**src/sv/ubdc_pkg.sv**
```systemverilog
`timescale 1ns / 1ps
// Shared types, constants and the second-modulator lookup for the UART
// baud divisor calculator. No dependencies.
package ubdc_pkg;

    localparam int FRACTION_BITS = 16;
    localparam int TABLE_ENTRIES = 36;
    localparam int WORD_W        = 32;
    localparam int PRES_W        = 16;
    localparam int FMOD_W        = 4;
    localparam int SMOD_W        = 8;
    localparam int THR_W         = 16;
    localparam int DVD_W         = WORD_W + FRACTION_BITS;
    localparam int QUO_W         = DVD_W;
    localparam int QUEUE_DEPTH   = 2;
    localparam int QPTR_W        = $clog2(QUEUE_DEPTH);
    localparam int QCNT_W        = $clog2(QUEUE_DEPTH + 1);

    localparam logic [WORD_W-1:0] CLK_HZ_RESET     = WORD_W'(3000000);
    localparam logic [WORD_W-1:0] FALLBACK_BAUD    = WORD_W'(9600);
    localparam logic [QUO_W-1:0]  OVER_LIMIT_FIX   = QUO_W'(19) << FRACTION_BITS;

    localparam logic [THR_W-1:0] MOD_THRESH [TABLE_ENTRIES] = '{
        16'd0,     16'd3467,  16'd4686,  16'd5472,  16'd6560,  16'd8205,
        16'd9372,  16'd10945, 16'd14071, 16'd14575, 16'd16404, 16'd19661,
        16'd21856, 16'd23429, 16'd24596, 16'd26234, 16'd28089, 16'd28692,
        16'd32781, 16'd37454, 16'd39341, 16'd40986, 16'd42153, 16'd43693,
        16'd45882, 16'd46839, 16'd49172, 16'd51518, 16'd52455, 16'd54611,
        16'd55470, 16'd56177, 16'd57351, 16'd59009, 16'd60097, 16'd60870
    };

    localparam logic [SMOD_W-1:0] MOD_PATTERN [TABLE_ENTRIES] = '{
        8'h00, 8'h01, 8'h02, 8'h04, 8'h08, 8'h10, 8'h20, 8'h11, 8'h21,
        8'h22, 8'h44, 8'h25, 8'h49, 8'h4A, 8'h52, 8'h92, 8'h53, 8'h55,
        8'hAA, 8'h6B, 8'hAD, 8'hB5, 8'hB6, 8'hD6, 8'hB7, 8'hBB, 8'hDD,
        8'hED, 8'hEE, 8'hBF, 8'hDF, 8'hEF, 8'hF7, 8'hFB, 8'hFD, 8'hFE
    };

    // Word handed from the front to the divider.
    typedef struct packed {
        logic [WORD_W-1:0] baud_used;
        logic [WORD_W-1:0] clk_hz;
    } ubdc_item_t;

    // One divider stage: partial remainder, quotient so far, operands.
    typedef struct packed {
        logic [WORD_W-1:0] rem;
        logic [QUO_W-1:0]  quo;
        logic [WORD_W-1:0] dvs;
        logic [WORD_W-1:0] clk_hz;
    } ubdc_div_t;

    // Pattern of the last threshold at or below the fraction; both sides
    // scaled to a common denominator.
    function automatic logic [SMOD_W-1:0] pick_second_mod(
        input logic [FRACTION_BITS-1:0] frac
    );
        logic [SMOD_W-1:0]              pat;
        logic [FRACTION_BITS+THR_W-1:0] lhs;
        logic [FRACTION_BITS+THR_W-1:0] rhs;
        pat = '0;
        lhs = {frac, {THR_W{1'b0}}};
        for (int k = 0; k < TABLE_ENTRIES; k++)
        begin
            rhs = {MOD_THRESH[k], {FRACTION_BITS{1'b0}}};
            if (lhs >= rhs)
            begin
                pat = MOD_PATTERN[k];
            end
        end
        return pat;
    endfunction

endpackage

```
**src/sv/ubdc_queue.sv**
```systemverilog
`timescale 1ns / 1ps
// Short FIFO between the front and the divider so each side stalls alone.
// Depends on ubdc_pkg.
module ubdc_queue (
    input  logic                   clk,
    input  logic                   rst_n,
    input  logic                   push_valid,
    output logic                   push_ready,
    input  ubdc_pkg::ubdc_item_t   push_item,
    output logic                   pop_valid,
    input  logic                   pop_ready,
    output ubdc_pkg::ubdc_item_t   pop_item
);
    import ubdc_pkg::*;

    ubdc_item_t        entry_reg [QUEUE_DEPTH];
    logic [QPTR_W-1:0] wr_ptr_reg;
    logic [QPTR_W-1:0] wr_ptr_next;
    logic [QPTR_W-1:0] rd_ptr_reg;
    logic [QPTR_W-1:0] rd_ptr_next;
    logic [QCNT_W-1:0] count_reg;
    logic [QCNT_W-1:0] count_next;
    logic              push;
    logic              pop;

    assign push_ready = (count_reg != QCNT_W'(QUEUE_DEPTH));
    assign pop_valid  = (count_reg != '0);
    assign push       = push_valid && push_ready;
    assign pop        = pop_valid && pop_ready;
    assign pop_item   = entry_reg[rd_ptr_reg];

    always_comb
    begin
        wr_ptr_next = wr_ptr_reg;
        rd_ptr_next = rd_ptr_reg;
        count_next  = count_reg;
        if (push)
        begin
            wr_ptr_next = (wr_ptr_reg == QPTR_W'(QUEUE_DEPTH - 1)) ? '0
                        : wr_ptr_reg + QPTR_W'(1);
        end
        if (pop)
        begin
            rd_ptr_next = (rd_ptr_reg == QPTR_W'(QUEUE_DEPTH - 1)) ? '0
                        : rd_ptr_reg + QPTR_W'(1);
        end
        if (push && !pop)
        begin
            count_next = count_reg + QCNT_W'(1);
        end
        else if (pop && !push)
        begin
            count_next = count_reg - QCNT_W'(1);
        end
    end

    always_ff @(posedge clk or negedge rst_n)
    begin
        if (!rst_n)
        begin
            wr_ptr_reg <= '0;
            rd_ptr_reg <= '0;
            count_reg  <= '0;
        end
        else
        begin
            wr_ptr_reg <= wr_ptr_next;
            rd_ptr_reg <= rd_ptr_next;
            count_reg  <= count_next;
        end
    end

    always_ff @(posedge clk)
    begin
        if (push)
        begin
            entry_reg[wr_ptr_reg] <= push_item;
        end
    end

endmodule

```
**config.mk**
```make
export PLATFORM = sky130hd
export DESIGN_NAME = ubdc_queue
export DESIGN_NICKNAME = d
export VERILOG_FILES = /design/src/sv/ubdc_pkg.sv /design/src/sv/ubdc_queue.sv
export SDC_FILE = /design/constraint.sdc
export NUM_CORES = 1
export LEC_CHECK = 0
export BUFFER_PORTS_ARGS = -buffer_cell sky130_fd_sc_hd__buf_2
export CAP_MARGIN = 10
export CORE_ASPECT_RATIO = 2
export CORE_MARGIN = 5
export CORE_UTILIZATION = 45
export DETAILED_ROUTE_END_ITERATION = 10
export GPL_ROUTABILITY_DRIVEN = 0
export GPL_TIMING_DRIVEN = 0
export PLACE_DENSITY = 0.73
export SYNTH_ARGS = -nofsm -noshare
export SYNTH_HDL_FRONTEND = slang
export SYNTH_SLANG_ARGS = --single-unit
```
**constraint.sdc**
```tcl
create_clock -name clk -period 6 [get_ports clk]
set_input_delay 0.3 -clock clk [delete_from_list [all_inputs] [get_ports clk]]
set_output_delay 0.3 -clock clk [all_outputs]
set_load 0.01 [all_outputs]
```
==> results.sh <==
export IMPL_status="finished clean"
export IMPL_initial_utilization=0.459
export IMPL_syn_area_per_cell_sq_um=23.1
export IMPL_final_cells=524
export IMPL_finalSetupViolCount=0
export IMPL_hpwl_microns=6110
export IMPL_cp_num_buf_inv=1
export IMPL_fin_ws_ns=3.87
export IMPL_hp_start="push_item[47]"
export IMPL_groute_usage_overall=0.136
export IMPL_largest_register_ffs=128
export IMPL_antenna_cells=0
export IMPL_syn_inst=217
export IMPL_yosysMostFrequentCell="edfxtp_1"
export IMPL_drc_errors=0
export IMPL_syn_nets=286
export IMPL_clk_latency_ns=0.40
export IMPL_drt_iter0_markers=100
export IMPL_firstDrtPassIters=4
export IMPL_total_power_w=0.00328
export IMPL_wl_microns=8670
export IMPL_dpl_cell_count=491
export IMPL_ys_seq_area_frac=0.786
export IMPL_clk_pin_slew_worst_paths_ns=0.06
export IMPL_cp_arrival_ns=2.21
export IMPL_vias=2473
export IMPL_critPathKind="flip-flop to flip-flop"
export IMPL_yosysWarningCount=0
export IMPL_hold_viol=0
export IMPL_ys_flop_type="edfxtp_1"
export IMPL_die_area_sq_mm=0.0135
export IMPL_area_delta_synth_final_pct=28.7
export IMPL_clock_skew_ns=0.00715
export IMPL_min_to="entry_reg[0][47]"
export IMPL_drive_gt1_frac=0.615
export IMPL_synth_edff_count=128
export IMPL_clock_fmax_mhz=470
export IMPL_dp_slack_ns=3.82
export IMPL_tritoncts="built"
export IMPL_cts_path_max_buffers=2
export IMPL_core_sq_mm=0.0109
export IMPL_die_h_microns=159
export IMPL_grt_first_pass_wirelength_microns=13900
export IMPL_rsz0062_at_grt="false"
export IMPL_period_share=0.355
export IMPL_slowest_delay_ns=0.76
export IMPL_h_tree_depth=4
export IMPL_grt_pass1_vias=2808
export IMPL_path_cells="nand2b_1 > nand2_1 > nor2_4 > buf_12"
export IMPL_cts_buffers=17
export IMPL_rows=54
export IMPL_cts_root_buf="clkbuf_16"
export IMPL_cts_hold_buf=1
export IMPL_period_needed_ns=2.13
export IMPL_syn_area_sq_mm=0.00502
export IMPL_cts_sinks=132
export IMPL_maxSlewHeadroom=0.348
export IMPL_fin_nets=440
export IMPL_worstPathMaxFanout=33
export IMPL_synth_area_leaders="edfxtp_1, mux2_4, mux2_2"
export IMPL_ff2ff_path_depth=4
export IMPL_crit_required_ns=6.08
export IMPL_hold_depth=1
export IMPL_yosysTopAreaCell="edfxtp_1"
export IMPL_overflow=0
export IMPL_crit_path_start_kind="flip-flop"
export IMPL_rrSetupSlack_ns=3.87
export IMPL_synthArstFlopShare=0.0303
export IMPL_path_delay_family="simple AND/OR/NAND/NOR gates"
export IMPL_ant_nets=0
export IMPL_via_per_inst=4.72
export IMPL_post_cts_resized=0
export IMPL_cts_setup_buffers=0
export IMPL_ir_drop_mv=0.494
export IMPL_worst_pin_slew_ns=0.976
export IMPL_antenna_found_initial=0
export IMPL_synth_top_cell_area_share=0.766
export IMPL_synth_cell_types=15
export IMPL_synth_common_cells="edfxtp_1, mux2_4, mux2_2, buf_6, dfrtp_1"
export IMPL_rr_endpoint="entry_reg[0][56]"
export IMPL_cp_slowest_cell="nor2_4"
export IMPL_worstHoldPathType="input pin to flip-flop"
export IMPL_drv_cap=0
export IMPL_grt_start_max_net_pins=65
export IMPL_setup_tns_ns=0
export IMPL_num_fill_cells=861
export IMPL_power_leakage_nw=2.58
export IMPL_wl_per_cell_microns=16.6
export IMPL_io_pins=134
export IMPL_place_port_buffers=133
export IMPL_ys_seq_elements=132
export IMPL_maxSlewViolCount=0
export IMPL_power_density_mw_per_mm2=508
export IMPL_worstReg2RegStart="count_reg[0]"
export IMPL_die_w_microns=84.7
export IMPL_endpoint_kind="flip-flop"
[worst reg2reg max path, stage by stage (launching register included)]
cell and delay [ns]:
dfrtp_1 0.41, nand2b_1 0.16, nand2_1 0.14, nor2_4 0.77, buf_12 0.31
[worst max path at each step]
stage	startpoint	end	slack, ns	cells past startpoint
after detailed placement	count_reg[0]	entry_reg[0][63]	3.82	4
after CTS	count_reg[0]	entry_reg[0][56]	3.80	4
after global routing	count_reg[0]	entry_reg[0][56]	3.67	4
after global placement	count_reg[0]	entry_reg[0][51]	0.86	3
after floorplan	count_reg[0]	entry_reg[0][0]	2.14	3
final	count_reg[0]	entry_reg[0][56]	3.87	4
[layer usage]
layer | vias up | share of wire | track usage
li1 | 1164 | - | -
met1 | 1195 | 0.34 | 0.143
met2 | 90 | 0.56 | 0.233
met3 | 24 | 0.051 | 0.0352
met4 | 0 | 0.045 | 0.0901
met5 | - | 0 | 0
[cell type report]
class,count,area (sq um),area share
clock inverter,15,133,0.0205
clock buffer,17,425,0.0659
tap,140,175,0.0271
multi-input combinational,77,1010,0.156
inverter,1,3.75,0.000581
timing repair buffer,135,696,0.108
sequential,132,3940,0.610
buffer,7,72.6,0.0112
[kinds of logic (layout without fill, tap and decap cells)]
kind of cell               Yosys count  count (layout)  synth area share
xor gates and xnor gates             5               5           0.00873
adders and majority gates            1               1           0.00249
buffers and inverters                8             175            0.0152
DFF                                132             132             0.786
muxes                               64              64             0.181
and+or+nand+nor                      7               7           0.00673
[per-stage QoR]
stage                util  hold slack, ns  area (sq um)
floorplan               -         0.00441          5020
global placement    0.535           0.110          5860
detailed placement  0.538           0.112          5890
CTS                 0.590          0.0675          6460
global route        0.590          0.0643          6460
finish              0.590          0.0898          6460
[report_power, final]
| part | internal, W | total, W | switching (W) |
|---|---|---|---|
| combinational | 0.000517 | 0.00102 | 0.000503 |
| clock | 0.000571 | 0.000944 | 0.000373 |
| sequential | 0.00126 | 0.00132 | 0.0000557 |
| total | 0.00235 | 0.00328 | 0.000932 |
[cell usage in the layout, fill, tap and decap left out, types with 2 or more instances in the layout]
master,Yosys,routed
clkinvlp_4,0,4
buf_6,6,6
xor2_1,2,2
xnor2_1,3,3
edfxtp_1,128,128
mux2_2,14,14
clkinv_1,0,3
mux2_4,50,50
clkinv_4,0,4
nand2_1,2,2
clkbuf_16,0,17
buf_2,1,134
inv_6,0,3
dfrtp_1,4,4
No activity file was read; power rests on OpenSTA's default activity.
