[src/sv/ubdc_pkg.sv]
`timescale 1ns / 1ps
// Shared types, constants and the second-modulator lookup for the UART
// baud divisor calculator. No dependencies.
package ubdc_pkg;

    localparam int FRACTION_BITS = 16;
    localparam int TABLE_ENTRIES = 36;
    localparam int WORD_W        = 32;
    localparam int PRES_W        = 16;
    localparam int FMOD_W        = 4;
    localparam int SMOD_W        = 8;
    localparam int THR_W         = 16;
    localparam int DVD_W         = WORD_W + FRACTION_BITS;
    localparam int QUO_W         = DVD_W;
    localparam int QUEUE_DEPTH   = 2;
    localparam int QPTR_W        = $clog2(QUEUE_DEPTH);
    localparam int QCNT_W        = $clog2(QUEUE_DEPTH + 1);

    localparam logic [WORD_W-1:0] CLK_HZ_RESET     = WORD_W'(3000000);
    localparam logic [WORD_W-1:0] FALLBACK_BAUD    = WORD_W'(9600);
    localparam logic [QUO_W-1:0]  OVER_LIMIT_FIX   = QUO_W'(19) << FRACTION_BITS;

    localparam logic [THR_W-1:0] MOD_THRESH [TABLE_ENTRIES] = '{
        16'd0,     16'd3467,  16'd4686,  16'd5472,  16'd6560,  16'd8205,
        16'd9372,  16'd10945, 16'd14071, 16'd14575, 16'd16404, 16'd19661,
        16'd21856, 16'd23429, 16'd24596, 16'd26234, 16'd28089, 16'd28692,
        16'd32781, 16'd37454, 16'd39341, 16'd40986, 16'd42153, 16'd43693,
        16'd45882, 16'd46839, 16'd49172, 16'd51518, 16'd52455, 16'd54611,
        16'd55470, 16'd56177, 16'd57351, 16'd59009, 16'd60097, 16'd60870
    };

    localparam logic [SMOD_W-1:0] MOD_PATTERN [TABLE_ENTRIES] = '{
        8'h00, 8'h01, 8'h02, 8'h04, 8'h08, 8'h10, 8'h20, 8'h11, 8'h21,
        8'h22, 8'h44, 8'h25, 8'h49, 8'h4A, 8'h52, 8'h92, 8'h53, 8'h55,
        8'hAA, 8'h6B, 8'hAD, 8'hB5, 8'hB6, 8'hD6, 8'hB7, 8'hBB, 8'hDD,
        8'hED, 8'hEE, 8'hBF, 8'hDF, 8'hEF, 8'hF7, 8'hFB, 8'hFD, 8'hFE
    };

    // Word handed from the front to the divider.
    typedef struct packed {
        logic [WORD_W-1:0] baud_used;
        logic [WORD_W-1:0] clk_hz;
    } ubdc_item_t;

    // One divider stage: partial remainder, quotient so far, operands.
    typedef struct packed {
        logic [WORD_W-1:0] rem;
        logic [QUO_W-1:0]  quo;
        logic [WORD_W-1:0] dvs;
        logic [WORD_W-1:0] clk_hz;
    } ubdc_div_t;

    // Pattern of the last threshold at or below the fraction; both sides
    // scaled to a common denominator.
    function automatic logic [SMOD_W-1:0] pick_second_mod(
        input logic [FRACTION_BITS-1:0] frac
    );
        logic [SMOD_W-1:0]              pat;
        logic [FRACTION_BITS+THR_W-1:0] lhs;
        logic [FRACTION_BITS+THR_W-1:0] rhs;
        pat = '0;
        lhs = {frac, {THR_W{1'b0}}};
        for (int k = 0; k < TABLE_ENTRIES; k++)
        begin
            rhs = {MOD_THRESH[k], {FRACTION_BITS{1'b0}}};
            if (lhs >= rhs)
            begin
                pat = MOD_PATTERN[k];
            end
        end
        return pat;
    endfunction

endpackage

[src/sv/ubdc_front.sv]
`timescale 1ns / 1ps
// Front stage: accepts a request, applies the fallback check and registers
// the word for the queue. Depends on ubdc_pkg.
module ubdc_front (
    input  logic                   clk,
    input  logic                   rst_n,
    input  logic                   in_valid,
    output logic                   in_ready,
    input  logic [31:0]            requested_baud,
    input  logic [31:0]            clk_hz,
    output logic                   item_valid,
    output ubdc_pkg::ubdc_item_t   item,
    input  logic                   item_ready
);
    import ubdc_pkg::*;

    logic       front_valid_reg;
    logic       front_valid_next;
    ubdc_item_t item_reg;
    ubdc_item_t item_next;
    logic       fallback;

    // Zero or faster than half the clock falls back.
    assign fallback = (requested_baud == '0) || (requested_baud > (clk_hz >> 1));

    always_comb
    begin
        item_next.baud_used = fallback ? FALLBACK_BAUD : requested_baud;
        item_next.clk_hz    = clk_hz;
    end

    assign in_ready         = !front_valid_reg || item_ready;
    assign front_valid_next = in_ready ? in_valid : front_valid_reg;

    always_ff @(posedge clk or negedge rst_n)
    begin
        if (!rst_n)
        begin
            front_valid_reg <= 1'b0;
        end
        else
        begin
            front_valid_reg <= front_valid_next;
        end
    end

    always_ff @(posedge clk)
    begin
        if (in_valid && in_ready)
        begin
            item_reg <= item_next;
        end
    end

    assign item_valid = front_valid_reg;
    assign item       = item_reg;

endmodule

[config.mk]
export PLATFORM = sky130hd
export DESIGN_NAME = ubdc_front
export DESIGN_NICKNAME = d
export VERILOG_FILES = /design/src/sv/ubdc_pkg.sv /design/src/sv/ubdc_front.sv
export SDC_FILE = /design/constraint.sdc
export NUM_CORES = 1
export LEC_CHECK = 0
export BUFFER_PORTS_ARGS = -buffer_cell sky130_fd_sc_hd__buf_2
export CORE_MARGIN = 8
export CORE_UTILIZATION = 29
export DETAILED_ROUTE_END_ITERATION = 6
export PLACE_DENSITY = 0.53
export SYNTH_ARGS = -nofsm -noshare
export SYNTH_HDL_FRONTEND = slang
export SYNTH_SLANG_ARGS = --single-unit
[constraint.sdc]
create_clock -name clk -period 2.9 [get_ports clk]
set_clock_uncertainty 0.2 [all_clocks]
set_input_delay 0.145 -clock clk [delete_from_list [all_inputs] [get_ports clk]]
set_output_delay 0.145 -clock clk [all_outputs]
set_load 0.02 [all_outputs]
==> out/qor.yml, run 1 <==
grt-ovfl-total: 0
ff2ff_setup_slack_ns: 1.05
crit_chain: "dlygate4sd3_1, buf_2, ha_1, nand4_1, or4_4, a2111oi_4, buf_4, or2b_1, o31a_1"
first_pass_iters: 4
min_path_type: "in2reg"
synthCells: 301
crit_type: "in2reg"
hold_path_end: "item[47]"
use_met1_pct: 16.9
yosysWarnings: 0
p_leak_uw: 0.00230
grt_max_degree: 65
synth_enable_flop_cells: 64
rsz0062_at_grt: "false"
coreArea_um2: 12000
finalNetCount: 605
fmax_ghz: 0.355
drive_gt1_share_pct: 33.7
avgViaCountPerCell: 4.84
crit_slowest_cell: "or4_4"
synthDistinctLibCells: 33
synth_xor_area_share_pct: 0
grt_use_total_pct: 14.0
final.setup.tns_ns: 0
syn_nets: 400
setup_slack_ns: 0.0853
cts_tree: "yes"
tightest_slew_ns: 0.882
cp.arrival_ns: 2.70
setup_violations: 0
drc_errors: 0
synth_compound_area_share_pct: 11.9
ys_seq_area_share_pct: 55.0
design_area_um2: 5390
clk_latency_ns: 0.34
yosysTopAreaCell: "edfxtp_1"
synth-seq-cells: 65
synth-main-ff-cell: "edfxtp_1"
synth.top_cells.by_count: "64 x edfxtp_1, 34 x nand2_1, 33 x nand4_1, 32 x inv_1, 31 x ha_1"
slew_viol_final: 0
synth-simple-area-share_pct: 15.8
worst-path-max-fanout: 6
routed-via-count: 3189
async_reset_ff_share_pct: 1.54
crit_path_end_kind: "register"
routed_wl_um: 11200
clock-root-buffer: "clkbuf_16"
die_w_um: 126
cts_buffer_depth: 2
netlist_area_um2: 3540
power.density_nw_per_um2: 504
grt_pass1_vias: 3429
hold_violations: 0
vdd_drop_max_mv: 0.239
portBuffers: 133
status: "finished, final reports clean"
dieArea_um2: 16000
antenna_found_initial: 1
drtIter0Drc: 276
worstPathRequired_ns: 2.79
rr_worst_depth: 2
syn2layout_area_growth_pct: 52.4
ios: 134
initial_core_util_pct: 29.6
start_kind: "input port"
dieHeight_um: 126
crit_family: "simple AND/OR/NAND/NOR gates"
largest_reg_flops: 64
avgSynthCellArea_um2: 11.8
clkTransAtPathRegs_ns: 0.06
place_ws_ns: 0.172
min_path_cells: 3
synth_top_family_by_area: "simple AND/OR/NAND/NOR gates"
wl_per_cell_um: 16.9
critPathBufInv: 3
rows: 40
worstReg2RegStart: "item_valid"
dpl_cell_area_um2: 4430
synth.area.top_cells: "edfxtp_1 54%, ha_1 11%, nand4_1 5.8%"
slowest_delay_ns: 0.62
synthMuxAreaShare_pct: 0
relSlewSlack_pct: 41.2
cap_violations: 0
grt_first_pass_wirelength_um: 17600
post-synth-top-count-cell: "edfxtp_1"
period_needed_ns: 2.81
met2_usage_pct: 22.6
ant_nets: 0
synth_fa_ha_area_share_pct: 11.0
htree_levels: 3
fin_crit_sh_pct: 97.1
met3_usage_pct: 4.15
dp_hpwl_um: 8140
cts_buffers: 9
clkSinkCount: 65
yosysTopAreaCellShare_pct: 54.3
globalplace.congestion: 0.786
worstHoldStart: "requested_baud[15]"
r2r-end: "item[2]"
top_usage_layer: "met2"
[area by class of cell]
cell class	instances	area (um2)
repair buffers	212	1430
well taps	147	184
multi-input cells	186	1400
clock inverters	6	82.6
diodes	1	2.50
inverters	32	120
clock buffers	10	229
flip-flops and latches	65	1950
fillers	1128	6570
[routing by layer]
metal  wire length, um  up-vias  part of all wire [%]
li1                  -     1572                     -
met1              4950     1484                    44
met3               780       12                   7.0
met5                 0        -                     0
met4               202        0                   1.8
met2              5220      121                    47
[per-stage QoR]
step | utilization (%) | power, uW | hold WS, ns | instances
floorplan | - | 1340 | -0.351 | 301
global placement | 37.1 | 1500 | -0.280 | 578
detailed placement | 37.1 | 1510 | -0.276 | 578
CTS | 44.9 | 2750 | 0.0268 | 657
global route | 45.1 | 2830 | 0.0535 | 659
finish | 45.1 | 2720 | 0.0392 | 659
[cell usage in the layout (no fill, tap or decap), types with 8 or more instances in the layout]
master         instances
a21oi_1               13
buf_2                133
buf_4                 15
clkbuf_16              9
dlygate4sd3_1         63
edfxtp_1              64
ha_1                  31
inv_1                 32
nand2_1               34
nand4_1               33
nor4_1                 8
o31ai_1               27
[worst min-delay path, stage by stage]
cell,delay [ns]
buf_2,0.13
nand4_1,0.07
o31ai_1,0.06
[where the power goes]
part	leakage, uW	internal, uW	switching, uW
clock	0.000152	748	414
sequential	0.000626	1100	12.9
combinational	0.00152	193	252
[what timing repair did]
item                                   CTS  global route
setup endpoints to repair                0            30
resized for setup                        0             1
buffers inserted                         0             1
hold buffers                            63             0
endpoints found under the hold margin   61             0
[how the worst max path moves through the flow]
| stage | start | cells past startpoint | to | slack, ns |
|---|---|---|---|---|
| 6_report | requested_baud[12] | 9 | item[42] | 0.09 |
| 5_1_grt | clk_hz[14] | 10 | item[42] | 0.01 |
| 4_1_cts | requested_baud[12] | 9 | item[45] | 0.02 |
| 3_5_place_dp | requested_baud[14] | 8 | item[45] | 0.17 |
| 3_3_place_gp | requested_baud[14] | 7 | item[39] | 0.21 |
| 2_1_floorplan | item_valid | 2 | item[0] | 0.02 |
[kinds of logic (layout without fill, tap and decap cells)]
logic type	after synthesis	after routing
compound gates	55	55
fa+ha+maj	31	31
buf+inv	50	260
flops	65	65
other cells	1	2
simple gates	99	99
Power figures use the tool's default switching activity.
==> run 2: changes to the inputs <==
CELL_PAD_IN_SITES_DETAIL_PLACEMENT = 1   (was not set)
CELL_PAD_IN_SITES_GLOBAL_PLACEMENT = 1   (was not set)
PLACE_DENSITY = 0.65   (was 0.53)
==> run 2 against run 1 <==
  * Non-clock buffer count down 5
  * Final cell count fell by 0.91%
  * Wire length is 8.5% higher
  * Global-route usage up 1.5 points
  * Sequential share of layout area up 0.55 points
  * Critical path depth is 2 higher
  * Hold slack worse by 0.022 ns
  * Via count up 2.2%
  * Register-to-register slack about the same
  * Count of clock-buffer cells in the layout up 3
  * Combinational power rose by 1%
  * Flip-flop and latch count is the same
  * Critical path type unchanged
  * Critical endpoint is now item[45]
  * Highest routed layer unchanged
==> out/qor.yml, run 2 (same netlist as run 1, synthesis figures left out) <==
status: "finished, final reports clean"
slowest_delay_ns: 0.54
rsz0062_at_grt: "false"
cts_buffers: 9
design_area_um2: 5310
fmax_ghz: 0.363
ant_nets: 0
met3_usage_pct: 4.44
final.setup.tns_ns: 0
die_w_um: 126
grt-ovfl-total: 0
top_usage_layer: "met2"
grt_use_total_pct: 15.5
p_leak_uw: 0.00225
grt_pass1_vias: 3623
drive_gt1_share_pct: 32.8
cp.arrival_ns: 2.64
dp_hpwl_um: 8520
wl_per_cell_um: 18.5
syn2layout_area_growth_pct: 50.1
cts_resized: 0
htree_levels: 3
first_pass_iters: 4
min_path_type: "in2reg"
antenna_cells: 0
globalplace.congestion: 0.801
worstPathRequired_ns: 2.78
grt_max_degree: 65
clkTransAtPathRegs_ns: 0.06
clkSinkCount: 65
met2_usage_pct: 25.2
clock-root-buffer: "clkbuf_16"
routed-via-count: 3260
vdd_drop_max_mv: 0.231
grt_first_pass_wirelength_um: 19600
use_met1_pct: 19.0
crit_type: "in2reg"
initial_core_util_pct: 29.6
final_cell_mix: "133 x buf_2, 64 x edfxtp_1, 62 x dlygate4sd3_1, 34 x nand2_1, 33 x nand4_1"
fin_crit_sh_pct: 94.9
portBuffers: 133
rows: 40
start_kind: "input port"
final_util_pct: 44.4
setup_slack_ns: 0.148
cap_violations: 0
routed_wl_um: 12100
cp_common_cell: "buf_4"
crit_path_end_kind: "register"
coreArea_um2: 12000
dieArea_um2: 16000
finalNetCount: 600
slew_viol_final: 0
relSlewSlack_pct: 41.6
dpl_cell_area_um2: 4400
tightest_slew_ns: 0.876
setup_violations: 0
crit_chain: "dlygate4sd3_1, buf_2, ha_1, and4b_1, nand4_1, buf_4, a2111oi_4, buf_4, buf_4, nand2b_1, o31a_1"
largest_reg_flops: 64
dieHeight_um: 126
place_ws_ns: 0.143
clk_latency_ns: 0.33
power.density_nw_per_um2: 484
drtIter0Drc: 148
crit_slowest_cell: "dlygate4sd3_1"
final_common_cell: "buf_2"
cts_tree: "yes"
antenna_found_initial: 0
hold_violations: 0
worst-path-max-fanout: 11
drc_errors: 0
period_needed_ns: 2.75
cts_buffer_depth: 2
avgViaCountPerCell: 4.99
ios: 134
[run 2: cell count changes in the layout (fill, tap and decap cells not counted), sizes merged]
cell         change
clkinv           -1
buf              -4
bufinv           -2
dlygate4sd3      -1
clkbuf           +3
diode            -1
[run 2: worst paths after layout]
kind | depth (start not counted) | slack [ns] | to | from
max in group asynchronous | 3 | 1.92 | item_valid | rst_n
setup / recovery | 11 | 0.15 | item[45] | requested_baud[29]
min in group asynchronous | 3 | 0.47 | item_valid | rst_n
hold / removal | 3 | 0.02 | item[35] | requested_baud[3]
hold reg to reg | 3 | 0.89 | item_valid | item_valid
setup reg to reg | 2 | 1.05 | item[3] | item_valid
[run 2: area by class of cell]
cell class                      instances  area [um2]
Clock buffer                           13         250
Multi-Input combinational cell        186        1390
Timing Repair Buffer                  207        1400
Fill cell                            1326        6650
Sequential cell                        65        1950
Clock inverter                          3        17.5
Tap cell                              147         184
Inverter                               32         120
[run 2: metal layers]
metal,vias to the layer above,wire length (um)
met5,-,0
met4,0,228
met3,15,728
met2,116,5850
met1,1569,5300
li1,1560,-
[run 2: critical path, delay by kind of cell]
kind	cells	cell delay, ns
AOI/OAI and AO/OA	2	0.36
adders and majority gates	1	0.29
buffers and inverters	5	1.27
and+or+nand+nor	3	0.57
[run 2: where the power goes]
part | internal [uW] | switching, uW
clock network | 600 | 408
logic | 192 | 259
registers | 1100 | 13.8
total | 1890 | 681
[run 2: through the flow]
step	hold slack, ns	power, uW	cells
2_1_floorplan	-0.351	1340	301
3_3_place_gp	-0.281	1500	572
3_5_place_dp	-0.276	1520	572
4_1_cts	0.00835	2600	650
5_1_grt	0.0324	2670	653
6_report	0.0176	2570	653
[run 2: repair_timing]
action	4_1_cts	5_1_grt
endpoints found under the hold margin	60	0
endpoints found under the setup margin	0	30
buffers inserted	0	3
hold buffers	62	0
